## config.mk

```make
export PLATFORM = sky130hd
export DESIGN_NAME = cpu_bus_cycle_strobe_timing
export DESIGN_NICKNAME = d
export VERILOG_FILES = /design/src/hw/rtl/cbst_pkg.sv /design/src/hw/rtl/cpu_bus_cycle_strobe_timing.sv /design/src/hw/rtl/cbst_decode.sv
export SDC_FILE = /design/constraint.sdc
export NUM_CORES = 1
export LEC_CHECK = 0
export ABC_AREA = 1
export BUFFER_PORTS_ARGS = -buffer_cell sky130_fd_sc_hd__buf_4
export CAP_MARGIN = 15
export CORE_ASPECT_RATIO = 1.75
export CORE_MARGIN = 4
export CORE_UTILIZATION = 38
export DETAILED_ROUTE_END_ITERATION = 16
export HOLD_SLACK_MARGIN = 0.1
export MAX_ROUTING_LAYER = met4
export PLACE_DENSITY = 0.57
export SLEW_MARGIN = 20
export SYNTH_ARGS = -nofsm -noshare
export SYNTH_HDL_FRONTEND = slang
export SYNTH_SLANG_ARGS = --single-unit
```

## constraint.sdc

```tcl
create_clock -name i_clk -period 4.2 [get_ports i_clk]
set_input_delay 0.42 -clock i_clk [delete_from_list [all_inputs] [get_ports i_clk]]
set_output_delay 0.42 -clock i_clk [all_outputs]
set_load 0.01 [all_outputs]
```

## src/hw/rtl/cbst_pkg.sv

```systemverilog
// cbst_pkg: shared types and constants for the bus cycle strobe timing block
// holds the transaction structs, bus operation codes and T-state numbers; no dependencies
package cbst_pkg;

    localparam int unsigned BYTE_BITS = 8;

    // bus operation codes
    localparam logic [2:0] MODE_NONE  = 3'd0;
    localparam logic [2:0] MODE_FETCH = 3'd1;
    localparam logic [2:0] MODE_MRD   = 3'd2;
    localparam logic [2:0] MODE_MWR   = 3'd3;
    localparam logic [2:0] MODE_IORD  = 3'd4;
    localparam logic [2:0] MODE_IOWR  = 3'd5;
    localparam logic [2:0] MODE_INTA  = 3'd6;

    // T-state numbers used by the strobe windows
    localparam logic [3:0] T1 = 4'd1;
    localparam logic [3:0] T2 = 4'd2;
    localparam logic [3:0] T3 = 4'd3;
    localparam logic [3:0] T4 = 4'd4;

    typedef struct packed {
        logic [2:0]           mode;
        logic [3:0]           tstate_index;
        logic                 half_phase;
        logic [15:0]          cycle_address;
        logic [BYTE_BITS-1:0] write_byte;
        logic [BYTE_BITS-1:0] refresh_high;
        logic [BYTE_BITS-1:0] refresh_low;
    } t_bus_in;

    typedef struct packed {
        logic [15:0]          bus_address;
        logic [BYTE_BITS-1:0] bus_data;
        logic                 data_enable;
        logic                 fetch_strobe_n;
        logic                 memreq_n;
        logic                 ioreq_n;
        logic                 read_n;
        logic                 write_n;
        logic                 refresh_n;
    } t_bus_out;

endpackage

```

## src/hw/rtl/cpu_bus_cycle_strobe_timing.sv

```systemverilog
// cpu_bus_cycle_strobe_timing: bus pin decode behind an input and a result register
// depends on cbst_pkg and cbst_decode
// an accepted input transaction is held in the input register, decoded, then held in the result register
// throughput: one transaction per cycle while i_out_ready stays high, set by the single-pass decode between registers
// both register stages advance whenever the stage after them is empty or being drained
// reset (i_rst_n low, synchronous) empties both stages; payload registers are not cleared
module cpu_bus_cycle_strobe_timing (
    input  logic                i_clk,
    input  logic                i_rst_n,
    input  logic                i_in_valid,
    output logic                o_in_ready,
    input  cbst_pkg::t_bus_in   i_in_item,
    output logic                o_out_valid,
    input  logic                i_out_ready,
    output cbst_pkg::t_bus_out  o_out_item
);
    import cbst_pkg::*;

    // input stage
    logic     r_in_valid;
    t_bus_in  r_in_item;
    // result stage
    logic     r_out_valid;
    t_bus_out r_out_item;

    logic     n_in_valid;
    logic     n_out_valid;
    logic     w_out_load;
    logic     w_in_load;
    t_bus_out w_decoded;

    // result register takes a new value when empty or when its transaction leaves
    assign w_out_load = !r_out_valid || i_out_ready;
    // input register can take a transaction when empty or when it moves on
    assign o_in_ready = !r_in_valid || w_out_load;
    assign w_in_load  = i_in_valid && o_in_ready;

    cbst_decode u_decode (
        .i_item (r_in_item),
        .o_item (w_decoded)
    );

    always_comb begin
        n_in_valid  = r_in_valid;
        n_out_valid = r_out_valid;
        if (o_in_ready) begin
            n_in_valid = i_in_valid;
        end
        if (w_out_load) begin
            n_out_valid = r_in_valid;
        end
    end

    // control state
    always_ff @(posedge i_clk) begin
        if (!i_rst_n) begin
            r_in_valid  <= 1'b0;
            r_out_valid <= 1'b0;
        end else begin
            r_in_valid  <= n_in_valid;
            r_out_valid <= n_out_valid;
        end
    end

    // payload, no reset needed
    always_ff @(posedge i_clk) begin
        if (w_in_load) begin
            r_in_item <= i_in_item;
        end
        if (w_out_load && r_in_valid) begin
            r_out_item <= w_decoded;
        end
    end

    assign o_out_valid = r_out_valid;
    assign o_out_item  = r_out_item;

    // a decoded transaction moving forward shows up as a valid result next cycle
    a_advance: assert property (@(posedge i_clk) disable iff (!i_rst_n)
        (r_in_valid && w_out_load) |=> o_out_valid)
        else $error("decoded transaction lost between stages");

    // refresh and opcode fetch markers never overlap
    a_rfsh_m1: assert property (@(posedge i_clk) disable iff (!i_rst_n)
        o_out_valid |-> (o_out_item.refresh_n || o_out_item.fetch_strobe_n))
        else $error("refresh and fetch marker both low");

    // data is only driven in write cycles, never with a read strobe
    a_drive_rd: assert property (@(posedge i_clk) disable iff (!i_rst_n)
        (o_out_valid && o_out_item.data_enable) |-> o_out_item.read_n)
        else $error("data driven during a read");

    // reset empties both stages
    a_reset: assert property (@(posedge i_clk)
        !i_rst_n |=> (!o_out_valid && !r_in_valid))
        else $error("stage still valid after reset");

endmodule

```

## src/hw/rtl/cbst_decode.sv

```systemverilog
// cbst_decode: pin decode for one bus half-phase, purely combinational
// depends on cbst_pkg for the transaction structs and operation codes
module cbst_decode (
    input  cbst_pkg::t_bus_in  i_item,
    output cbst_pkg::t_bus_out o_item
);
    import cbst_pkg::*;

    logic [3:0] w_t;
    logic       w_p;
    logic       w_n;
    logic       w_m1;
    logic       w_mreq;
    logic       w_iorq;
    logic       w_rd;
    logic       w_wr;
    logic       w_rfsh;
    logic       w_drive;
    logic       w_use_rfsh_addr;
    logic       w_fetch_lo;
    logic       w_refr_lo;
    logic       w_mem_act;
    logic       w_io_act;

    assign w_t = i_item.tstate_index;
    assign w_p = !i_item.half_phase;
    assign w_n = i_item.half_phase;

    // window terms; the memory and I/O windows are shared by their read and write codes
    assign w_fetch_lo = (w_t == T1 && w_n) || (w_t == T2);
    assign w_refr_lo  = (w_t == T3 && w_n) || (w_t == T4 && w_p);
    assign w_mem_act  = !(w_t == T1 && w_p) && !(w_t == T3 && w_n) && (w_t <= T3);
    assign w_io_act   = (w_t >= T2) && (w_t <= T4) && !(w_t == T4 && w_n);

    always_comb begin
        w_m1            = 1'b0;
        w_mreq          = 1'b0;
        w_iorq          = 1'b0;
        w_rd            = 1'b0;
        w_wr            = 1'b0;
        w_rfsh          = 1'b0;
        w_drive         = 1'b0;
        w_use_rfsh_addr = 1'b0;
        unique case (i_item.mode)
            MODE_FETCH: begin
                w_use_rfsh_addr = (w_t >= T3);
                w_m1            = (w_t <= T2);
                w_rfsh          = (w_t >= T3);
                w_mreq          = w_fetch_lo || w_refr_lo;
                w_rd            = w_fetch_lo;
            end
            MODE_MRD: begin
                w_mreq = w_mem_act;
                w_rd   = w_mem_act;
            end
            MODE_MWR: begin
                w_mreq  = w_mem_act;
                w_drive = w_mem_act;
                w_wr    = (w_t == T2 && w_n) || (w_t == T3 && w_p);
            end
            MODE_IORD: begin
                w_iorq = w_io_act;
                w_rd   = w_io_act;
            end
            MODE_IOWR: begin
                w_iorq  = w_io_act;
                w_drive = !(w_t == T1 && w_p) && (w_t <= T4);
                w_wr    = (w_t == T2 && w_n) || (w_t == T3) || (w_t == T4 && w_p);
            end
            MODE_INTA: begin
                w_m1   = (w_t <= T2);
                w_iorq = (w_t >= T3);
            end
            default: begin
                // idle and unused codes leave every strobe inactive
            end
        endcase
    end

    assign o_item.bus_address    = w_use_rfsh_addr ? {i_item.refresh_high, i_item.refresh_low}
                                                   : i_item.cycle_address;
    assign o_item.bus_data       = i_item.write_byte;
    assign o_item.data_enable    = w_drive;
    assign o_item.fetch_strobe_n = !w_m1;
    assign o_item.memreq_n       = !w_mreq;
    assign o_item.ioreq_n        = !w_iorq;
    assign o_item.read_n         = !w_rd;
    assign o_item.write_n        = !w_wr;
    assign o_item.refresh_n      = !w_rfsh;

endmodule

```

### Word level (Yosys, flattened, before mapping)

Index checks and enable logic that the tools add are counted.

| cells by class | value |
|---|---|
| order comparisons | 5 |
| equal/unequal tests | 10 |
| multiplexer cells | 8 |
| reductions and logical operators | 37 |

Operator list:

| operator | count |
|---|---|
| $mux 16 | 1 |
| $logic_and 1x1->1 | 14 |
| $logic_not 1->1 | 12 |
| $eq 3x3->1 const B | 3 |
| $eq 4x2->1 const B | 2 |
| $ge 4x2->1 const B | 2 |
| $le 4x2->1 const B | 2 |
| $logic_or 1x1->1 | 8 |
| $pmux 1 s2 | 4 |
| $eq 3x2->1 const B | 2 |
| $reduce_or 2->1 | 3 |
| $eq 4x1->1 const B | 1 |
| $eq 4x3->1 const B | 1 |
| $le 4x3->1 const B | 1 |
| $eq 3x1->1 const B | 1 |
| $pmux 1 s3 | 1 |
| $mux 1 | 2 |

| storage, ports and cells | value |
|---|---|
| register bits | 81 |
| bits of input ports | 52 |
| output and inout port bits | 33 |
| logic and storage cells | 78 |

### Logic depth before layout (Yosys ltp)

Gate-level depths: netlist of run 1.

| depth | value |
|---|---|
| depth in word-level cells | 7 |
| gate-level depth with buffers | 7 |
| depth with buffers taken out | 7 |

### Hierarchy

A second synthesis of run 1 with hierarchy kept.

| second synthesis, totals | value |
|---|---|
| cells, all modules | 213 |
| area, all modules | 3090.5 µm² |

By module, submodules not included:

| module | times used | cells each | area each (µm²) | sequential area each (µm²) |
|---|---|---|---|---|
| cpu_bus_cycle_strobe_timing | 1 | 92 | 2467.4 | 2412.3 |
| cbst_decode | 1 | 121 | 623.1 | 0.0 |

### Worst setup path after synthesis of run 1

OpenSTA, ideal clock, no wires.

| timing | value |
|---|---|
| path kind | input to register |
| start | in i_out_ready |
| end | reg r_out_item, in the netlist o_out_item[0], enable pin |
| setup time | 429 ps |
| arrival | 2001 ps |
| data required time | 3771 ps |
| path slack | 1770 ps |
| cell stages on the path | 2 |
| buffers on the path | 0 |
| cells stage by stage | inv_1 a21oi_1 |

| between the ends | value |
|---|---|
| longest elaborated chain between the ends | 2 |

Ends and longest elaborated chain:

| element | RTL line | text |
|---|---|---|
| start, declared | cpu_bus_cycle_strobe_timing.sv:14 | `input logic i_out_ready,` |
| $logic_or 1x1->1 | cpu_bus_cycle_strobe_timing.sv:33 | `assign w_out_load = !r_out_valid \|\| i_out_ready;` |
| $logic_and 1x1->1 | cpu_bus_cycle_strobe_timing.sv:70 | `if (w_out_load && r_in_valid) begin` |
| end signal, assigned | cpu_bus_cycle_strobe_timing.sv:71 | `r_out_item <= w_decoded;` |
| end, declared | cpu_bus_cycle_strobe_timing.sv:24 | `t_bus_out r_out_item;` |

No other way between the ends.
A chain may end at the register's enable or synchronous reset.

==> out/qor.csv, run 1 <==
stage,metric,value,unit
floorplanning,dieArea,9370,sq um
setup_path,crit_end,o_out_item[29],
run_status,status,"finished, final reports clean",
finish,drive_above_1_share,33.1,%
finish,diodes,0,
sta,relSlewSlack,34.2,%
setup_path,cp-start-kind,register,
sta,finalSetupViolCount,0,
cts,post_cts_buffers,0,
finish,synthToLayoutAreaGrowth,32.3,%
setup_path,cp_max_fo,19,
placed_design,place_area,3690,sq um
cts,cts_hold_buf,0,
drt,drtIter0Drc,137,
pwr,p_seq_share,55.1,%
floorplanning,die_h,125,microns
synth,avgSynthCellArea,14.5,sq um
setup_path,critPathCaptureType,register,
sta,clock_skew,0.00452,ns
cts,clock_latency,0.33,ns
drt,antenna_left,0,
synth,synthDistinctLibCells,17,
setup_path,reg2reg_from,r_in_item[46],
placed_design,portBuffers,84,
cts,clock_sinks,81,
finish,final_common_cell,buf_4,
drt,drc,0,
sta,fmax,515,MHz
worst_hold_path,holdCritPathClass,in -> reg,
setup_path,cp.required,4.28,ns
global_routing,antenna_found_initial,0,
placed_design,dpl_worst_slack,2.20,ns
job,maxCapViolations,0,
global_routing,grtUsageTotal,13.2,%
sta,grt_setup_unrepaired,false,
floorplanning,start_util,39.0,%
floorplanning,row_count,42,
cts,ctsResizeCount,0,
drt,drt_pass1_iterations,5,
pwr,comb_power_share,7.1,%
pwr,swShare,20.1,%
cts,cts_buffer_depth,2,
pwr,p_leak,0.00161,uW
synth,syn_nets,257,
synth,synth-seq-area-share,81.1,%
sta,worst_slew_pin_slew,0.985,ns
global_routing,grt_pass1_wl,8500,microns
finish,multi_input_area,479,sq um
cts,cts_tree,done,
finish,regArea,2410,sq um
drt,routed_wl,5470,microns
placed_design,hpwl,3790,microns
cts,clkTransAtPathRegs,0.06,ns
drt,routedWlPerCell,14.1,microns
finish,nets,348,
floorplanning,die_w,74.9,microns
setup_path,crit-reg2reg-capture,o_out_item[29],
finish,finish.instance_area,3940,sq um
sta,fin_tns_setup,0,ns
synth,synthesis.area,2980,sq um
setup_path,worstPathArrival,2.02,ns
sta,finalWorstPathRequiredPeriod,1.94,ns
pwr,p_int,1390,uW
cts,cts-root-buf,clkbuf_16,
pwr,switchingPower,349,uW
floorplanning,core_area,7620,sq um
pwr,irDropWorstVdd,296,uV
global_routing,grt_pass1_vias,1799,
drt,vias_per_cell,4.75,
sta,drv_slew,0,
sta,final_hold_viol_count,0,
sta,setup_ws,2.26,ns
sta,fin_crit_sh,46.2,%
placed_design,place.gp.congestion,0.776,
setup_path,startpoint,r_in_item[46],
setup_path,r2r_slack,2.26,ns
synth,yosysWarnings,0,
drt,dr_total_vias,1840,
cts,cts_buffers,9,
floorplanning,ios,85,
setup_path,worstRegToRegCells,4,
global_routing,grt_max_degree,49,
setup_path,path_class,reg -> reg,
pwr,power_density,442,nW/um^2
finish,fillers,656,
synth,synthCells,205,
finish,final_util,51.7,%
synth,synth_seq_cells,81,
pwr,power_frac_clock,37.9,%
finish,layout_common_cells,"buf_4, edfxtp_1, nand2_1",
cts,ctsHtreeMaxLevel,3,
global_routing,overflow,0,
## how the worst min path moves through the flow
stage | from | endpoint | cells past startpoint
after floorplan | r_in_item[19] | o_out_item[10] | 0
after global placement | r_in_item[17] | o_out_item[8] | 0
after detailed placement | r_in_item[16] | o_out_item[7] | 0
after CTS | i_in_item[34] | r_in_item[34] | 1
after global routing | i_in_item[16] | r_in_item[16] | 1
final | i_in_item[12] | r_in_item[12] | 1
## flip-flops by register name, indices dropped and copies added (netlist names)
register     cells
o_out_item      31
r_in_item       48
r_in_valid       1
o_out_valid      1
## power by group through the flow
stage	Clock [uW]	Sequential, uW	Combinational, uW
floorplan	0	978	47.3
global placement	0	973	123
detailed placement	0	974	126
CTS	679	958	126
global route	717	961	137
finish	658	957	123
## logic make-up (layout without fill, tap and decap cells)
logic type	after synthesis	in the layout	synth area share [%]
and+or+nand+nor	98	98	14.7
buffers and inverters	20	114	3.20
AOI/OAI and AO/OA	6	6	1.01
DFF	81	81	81.1
## cell type report
type,instances,share of cell area (%)
flip-flops and latches,81,61.3
multi-input cells,104,12.2
clock buffers,12,6.01
repair buffers,84,16.0
clock inverters,2,0.191
well taps,88,2.80
inverters,16,1.53
## per-stage QoR
step	hold WS, ns	instances	power (uW)
after floorplan	0.400	205	1030
after global placement	0.401	373	1100
after detailed placement	0.405	373	1100
after CTS	0.252	387	1760
after global routing	0.252	387	1820
final	0.267	387	1740
## critical path, stage by stage (launching register included)
cell and delay, ns:
edfxtp_1 0.51, nor3_4 0.72, nand2_4 0.28, nand2_1 0.13
nand2_1 0.06
## metal layers
layer | share of wire [%] | wire, microns | GRT usage [%]
met1 | 33 | 1820 | 13.1
met2 | 57 | 3140 | 21.7
met3 | 6.1 | 334 | 3.86
met4 | 3.2 | 174 | 8.39
met5 | 0 | 0 | -
## synth_stat cells (all sizes together)
master / instances / area, sq um
nor2: 13 / 51.3
dfxtp: 2 / 40.0
edfxtp: 79 / 2370
buf: 4 / 35.0
nand2: 51 / 201
nand3: 28 / 140
nor3: 3 / 26.3
o21ai: 3 / 15.0
a21oi: 3 / 15.0
inv: 16 / 60.1
nand4: 3 / 18.8
Power figures use the tool's default switching activity.
==> inputs of run 2 (changes only) <==
==> constraint.sdc (replaced) <==
create_clock -name i_clk -period 1.8 [get_ports i_clk]
set_input_delay 0.18 -clock i_clk [delete_from_list [all_inputs] [get_ports i_clk]]
set_output_delay 0.18 -clock i_clk [all_outputs]
set_load 0.01 [all_outputs]
==> run 2 against run 1 <==
Effect of this change:
- sequential share of layout area decreased by 8.3 points
- final cell count up 14%
- critical endpoint is now r_in_item[25]
- final area increased by 16%
- clock power increased to 2.9 times the previous value
- combinational power grew to 3.2 times the previous value
- worst setup slack got worse by 2.0 ns
- register-to-register slack got worse by 2.0 ns
- total power increased to 2.6 times the previous value
- critical path type unchanged
- non-clock buffer count increased by 54
==> out/qor.csv, run 2 (same netlist as run 1, synthesis figures left out) <==
stage,metric,value,unit,change
floorplanning,start_util,39.0,%,unchanged
global_routing,grtUsageTotal,14.8,%,+1.5 points
drt,drt_pass1_iterations,4,,-1
floorplanning,die_w,74.9,microns,unchanged
placed_design,place.gp.congestion,0.747,,-3.7%
placed_design,portBuffers,84,,unchanged
worst_hold_path,worstHoldStart,i_out_ready,,
setup_path,reg2reg_from,o_out_valid,,
finish,regMostFlops,r_in_item,,
cts,cts-root-buf,clkbuf_16,,
cts,ctsHtreeMaxLevel,3,,unchanged
worst_hold_path,holdPathStages,4,,+3
global_routing,grt_pass1_vias,2079,,+16%
cts,cts_tree,done,,
finish,synthToLayoutAreaGrowth,53.0,%,
cts,post_cts_buffers,0,,unchanged
placed_design,place_area,3750,sq um,+1.6%
finish,finish.instance_area,4550,sq um,+16%
setup_path,worstRegToRegCells,4,,unchanged
floorplanning,dieArea,9370,sq um,unchanged
finish,nets,402,,+16%
job,maxCapViolations,0,,unchanged
run_status,status,"finished, final reports clean",,
setup_path,cp-start-kind,register,,
finish,stdcell_count,443,,+14%
cts,clock_sinks,81,,unchanged
drt,antenna_left,0,,unchanged
setup_path,path_class,reg -> reg,,
drt,vias_per_cell,4.53,,-4.7%
placed_design,hpwl,3790,microns,about the same
floorplanning,row_count,42,,unchanged
sta,finalWorstPathRequiredPeriod,1.50,ns,-0.436 ns
sta,relSlewSlack,60.6,%,+26 points
pwr,power_density,993,nW/um^2,+120%
finish,largest_reg_flops,48,,unchanged
sta,final_hold_viol_count,0,,unchanged
setup_path,worstPathArrival,1.48,ns,-0.54 ns
cts,cts_buffer_depth,2,,unchanged
floorplanning,die_h,125,microns,unchanged
pwr,p_leak,0.00187,uW,+16%
setup_path,cp_max_fo,48,,+29
cts,clkTransAtPathRegs,0.06,ns,about the same
cts,cts_buffers,9,,unchanged
drt,drtIter0Drc,101,,-26%
cts,clock_latency,0.33,ns,about the same
pwr,irDropWorstVdd,831,uV,+180%
drt,drc,0,,unchanged
drt,routedWlPerCell,13.6,microns,-3.7%
sta,finalSetupViolCount,0,,unchanged
sta,fmax,665,MHz,+29%
setup_path,r2r_slack,0.30,ns,-1.96 ns
sta,drv_slew,0,,unchanged
global_routing,antenna_found_initial,0,,unchanged
drt,dr_total_vias,2007,,+9.1%
global_routing,grt_pass1_wl,9740,microns,+15%
sta,worst_slew_pin_slew,0.590,ns,-0.395 ns
floorplanning,ios,85,,unchanged
sta,fin_crit_sh,83.6,%,+37 points
global_routing,grt_max_degree,49,,unchanged
setup_path,critPathCaptureType,register,,
drt,routed_wl,6030,microns,+10%
placed_design,post-place-cells,378,,+1.3%
pwr,power,4520,uW,+160%
finish,final_common_cell,buf_4,,
sta,fin_tns_setup,0,ns,unchanged
sta,clock_skew,0.00461,ns,+0.0000908 ns
finish,diodes,0,,unchanged
finish,drive_above_1_share,31.3,%,-1.8 points
global_routing,overflow,0,,unchanged
finish,fillers,592,,-9.8%
sta,grt_setup_unrepaired,false,,
finish,layout_common_cells,"buf_4, edfxtp_1, nand2_1, dlygate4sd3_1, nand3_1",,
setup_path,cp.required,1.77,ns,-2.51 ns
sta,hold_ws,0.169,ns,-0.0982 ns
worst_hold_path,holdCritPathClass,in -> reg,,
setup_path,startpoint,o_out_valid,,
floorplanning,core_area,7620,sq um,unchanged
[run 2: metrics by stage]
step | utilization [%] | setup slack (ns)
CTS | 59.8 | 0.280
detailed placement | 49.2 | 0.283
finish | 59.8 | 0.295
global placement | 49.2 | 0.315
floorplan | - | 0.0109
global route | 59.8 | 0.186
[run 2: worst paths after layout]
kind / to
min: o_out_valid
min reg2reg: o_out_item[13]
max: r_in_item[25]
max reg2reg: r_in_item[25]
[run 2: report_power, final]
part	leakage (uW)	internal [uW]	switching, uW
Clock	0.000152	1210	694
Sequential	0.000772	2190	36.4
Combinational	0.000951	218	171
[run 2: worst max-delay path: stages, from the launching register on]
cell        delay, ns
dfxtp_1          0.36
nand3_2          0.11
nand2_1          0.10
clkinvlp_4       0.08
buf_4            0.48
[run 2: final cells by class]
class	instances	area (sq um)	share of cell area (%)
Tap cell	88	110	2.42
Clock inverter	6	82.6	1.81
Multi-Input combinational cell	104	484	10.6
Sequential cell	81	2410	53.0
Inverter	16	63.8	1.40
Clock buffer	10	229	5.03
Timing Repair Buffer	138	1170	25.7
[run 2: layer usage]
layer | global-route usage (%) | part of all wire, %
met1 | 15.2 | 35
met2 | 24.6 | 56
met3 | 3.61 | 5.2
met4 | 8.70 | 3.1
met5 | - | 0
[run 2: repair_timing]
action                    4_1_cts  5_1_grt
resized for setup               0        0
hold buffers                   49        0
hold endpoints to repair       49        0
==> inputs of run 3 (changes only) <==
--- a/config.mk
+++ b/config.mk
@@ -5,7 +5,7 @@
 export SDC_FILE = /design/constraint.sdc
 export NUM_CORES = 1
 export LEC_CHECK = 0
-export ABC_AREA = 1
+export ABC_AREA = 0
 export BUFFER_PORTS_ARGS = -buffer_cell sky130_fd_sc_hd__buf_4
 export CAP_MARGIN = 15
 export CORE_ASPECT_RATIO = 1.75
==> constraint.sdc (replaced) <==
create_clock -name i_clk -period 1.5 [get_ports i_clk]
set_input_delay 0.15 -clock i_clk [delete_from_list [all_inputs] [get_ports i_clk]]
set_output_delay 0.15 -clock i_clk [all_outputs]
set_load 0.01 [all_outputs]
==> run 3 against run 2 <==
Effect of this change:
- the flow now finishes with violations (setup timing)
- worst setup slack worse by 0.48 ns
- maximum frequency is 10% lower
- final cell count down 9.7%
- critical path depth is the same
- sequential power increased by 20%
- total power up 24%
==> out/qor.csv, run 3 <==
stage,metric,value,unit,change
run_status,status,finished with violations,,
run_status,violations,setup timing,,
synth,avgSynthCellArea,20.5,sq um,+41%
pwr,irDropWorstVdd,903,uV,+8.7%
sta,drv_slew,0,,unchanged
placed_design,place.gp.congestion,0.775,,+3.7%
job,maxCapViolations,0,,unchanged
pwr,switchingPower,1040,uW,+16%
drt,antenna_left,0,,unchanged
sta,setup_ws,-0.180,ns,-0.476 ns
sta,clock_skew,0.00590,ns,+0.00129 ns
synth,synthAdderAreaFrac,0,%,unchanged
drt,drt_pass1_iterations,4,,unchanged
worst_hold_path,holdPathStages,3,,-1
finish,largest_reg_flops,48,,unchanged
drt,dr_total_vias,1840,,-8.3%
synth,synth_top_family_by_area,multiplexers,,
synth,yosysTopAreaCell,edfxtp_1,,
sta,fin_crit_sh,112,%,+28 points
setup_path,critPathCaptureType,register,,
synth,synthMuxAreaShare,7.10,%,+7.1 points
global_routing,grt_pass1_wl,9580,microns,-1.6%
floorplanning,start_util,39.3,%,+0.22 points
synth,synthSimpleGateAreaFrac,5.73,%,-9.0 points
setup_path,path_class,reg -> reg,,
sta,grt_setup_unrepaired,true,,
cts,cts-root-buf,clkbuf_16,,
pwr,power_frac_clock,42.9,%,+0.9 points
cts,clock_latency,0.33,ns,about the same
floorplanning,core_area,7670,sq um,+0.69%
synth,async_flop_share,0,%,unchanged
floorplanning,row_count,42,,unchanged
cts,clock_sinks,81,,unchanged
cts,cts_tree,done,,
finish,regArea,2410,sq um,unchanged
synth,synth-seq-area-share,80.1,%,-1.0 points
cts,cts_buffer_depth,2,,unchanged
setup_path,worstPathArrival,1.76,ns,+0.28 ns
setup_path,worstRegToRegCells,4,,unchanged
synth,yosysMostFrequentCell,edfxtp_1,,
sta,finalSetupViolCount,21,,+21
finish,fillers,556,,-6.1%
cts,cts_buffers,9,,unchanged
synth,syn_nets,199,,-23%
sta,final_hold_viol_count,0,,unchanged
pwr,power,5620,uW,+24%
setup_path,cp-start-kind,register,,
finish,drive_above_1_share,49.7,%,+18 points
synth,ys_top_cells_by_area,"edfxtp_1, mux2_4, mux2_2",,
finish,final_common_cell,buf_4,,
synth,synth_seq_cells,81,,unchanged
sta,worst_slew_pin_slew,0.474,ns,-0.116 ns
synth,synth-compound-area-share,4.82,%,+3.8 points
global_routing,antenna_found_initial,0,,unchanged
drt,drtIter0Drc,109,,+7.9%
placed_design,hpwl,4010,microns,+5.8%
synth,yosysWarnings,0,,unchanged
synth,synthCells,147,,-28%
pwr,comb_power_share,9.7,%,+1.1 points
synth,synth_ff_type,edfxtp_1,,
sta,fmax,595,MHz,-10%
synth,synth_common_cells,"edfxtp_1, mux2_4, mux2_2, inv_1, a21oi_1",,
global_routing,grtUsageTotal,14.1,%,-0.65 points
floorplanning,ios,85,,unchanged
sta,relSlewSlack,68.1,%,+7.5 points
pwr,p_leak,0.00190,uW,+1.1%
setup_path,cp_max_fo,12,,-75%
finish,stdcell_count,400,,-9.7%
global_routing,overflow,0,,unchanged
pwr,p_seq_share,47.5,%,-1.9 points
worst_hold_path,holdCritPathClass,in -> reg,,
sta,finalWorstPathRequiredPeriod,1.68,ns,+0.176 ns
drt,routed_wl,6030,microns,about the same
pwr,swShare,18.6,%,-1.4 points
synth,netlist.area_leader.share,78.7,%,-0.99 points
global_routing,grt_max_degree,32,,-35%
finish,diodes,0,,unchanged
synth,synth_xor_area_share,0.291,%,+0.29 points
finish,multi_input_area,656,sq um,+35%
placed_design,post-place-cells,333,,-12%
finish,nets,359,,-11%
setup_path,r2r_slack,-0.18,ns,-0.48 ns
floorplanning,die_h,126,microns,+0.59%
finish,regMostFlops,r_in_item,,
cts,clkTransAtPathRegs,0.06,ns,about the same
floorplanning,dieArea,9470,sq um,+1.2%
pwr,p_int,4580,uW,+26%
finish,synthToLayoutAreaGrowth,61.5,%,
setup_path,cp.required,1.58,ns,-0.19 ns
drt,routedWlPerCell,15.1,microns,+11%
synth,synth_edf_count,79,,unchanged
synth,synthesis.area,3010,sq um,+1.3%
drt,vias_per_cell,4.60,,+1.5%
placed_design,portBuffers,84,,unchanged
floorplanning,die_w,75.3,microns,+0.56%
pwr,power_density,1150,nW/um^2,+16%
cts,ctsHtreeMaxLevel,3,,unchanged
synth,synthDistinctLibCells,35,,+18
global_routing,grt_pass1_vias,1973,,-5.1%
finish,layout_common_cells,"buf_4, edfxtp_1, dlygate4sd3_1",,
drt,drc,0,,unchanged
==> run 3: layout make-up <==
class / count / area share [%]
inverters: 5 / 0.386
flip-flops and latches: 81 / 49.6
repair buffers: 153 / 27.4
clock inverters: 7 / 2.24
multi-input cells: 57 / 13.5
clock buffers: 9 / 4.63
well taps: 88 / 2.26
==> run 3: power by group through the flow <==
stage / Combinational, uW / Sequential, uW / Clock (uW)
global route: 583 / 2680 / 2580
detailed placement: 407 / 2710 / 0
CTS: 531 / 2670 / 2480
finish: 543 / 2670 / 2410
floorplan: 154 / 2720 / 0
global placement: 401 / 2710 / 0
==> run 3: repair_timing <==
item / CTS / global route
resized for setup: 13 / 9
pin swaps: 7 / 6
setup endpoints to repair: 21 / 61
cloned: 0 / 0
hold buffers: 50 / 0
setup buffers: 1 / 1
endpoints found under the hold margin: 50 / 0
==> run 3: path summary, 6_finish.rpt <==
path	startpoint	end
setup / recovery	r_in_item[41]	o_out_item[15]
hold / removal	i_out_ready	o_out_valid
setup reg to reg	r_in_item[41]	o_out_item[15]
hold reg to reg	r_in_item[17]	o_out_item[8]
==> run 3: layer usage <==
layer  up-vias  track usage (%)  share of wire [%]
li1        898                -                  -
met1       873             15.2                 34
met2        56             23.2                 58
met3        13             4.78                6.1
met4         0             5.87                2.0
met5         -                -                  0
==> run 3: critical path: stages (launching register included) <==
cell	delay, ns
edfxtp_1	0.49
a211oi_4	0.41
nor2_8	0.08
buf_12	0.16
mux2_4	0.29
==> run 3: cell families after synthesis <==
| logic type | Yosys count |
|---|---|
| buffers and inverters | 9 |
| AND/OR/NAND/NOR | 23 |
| XOR/XNOR | 1 |
| multiplexers | 16 |
| flip-flops | 81 |
| AO/OA/AOI/OAI | 17 |
==> run 3: stage by stage <==
step                      worst slack, ns  util, %  area [sq um]  hold slack, ns  setup TNS, ns
after global placement             -0.165     51.1          3920           0.329          -2.91
final                              -0.180     63.4          4870           0.160          -3.30
after detailed placement           -0.187     51.1          3920           0.329          -3.27
after CTS                          -0.187     62.8          4820           0.182          -3.31
after floorplan                    -0.261        -          3040           0.249          -3.66
after global routing               -0.248     63.4          4870           0.178          -4.38
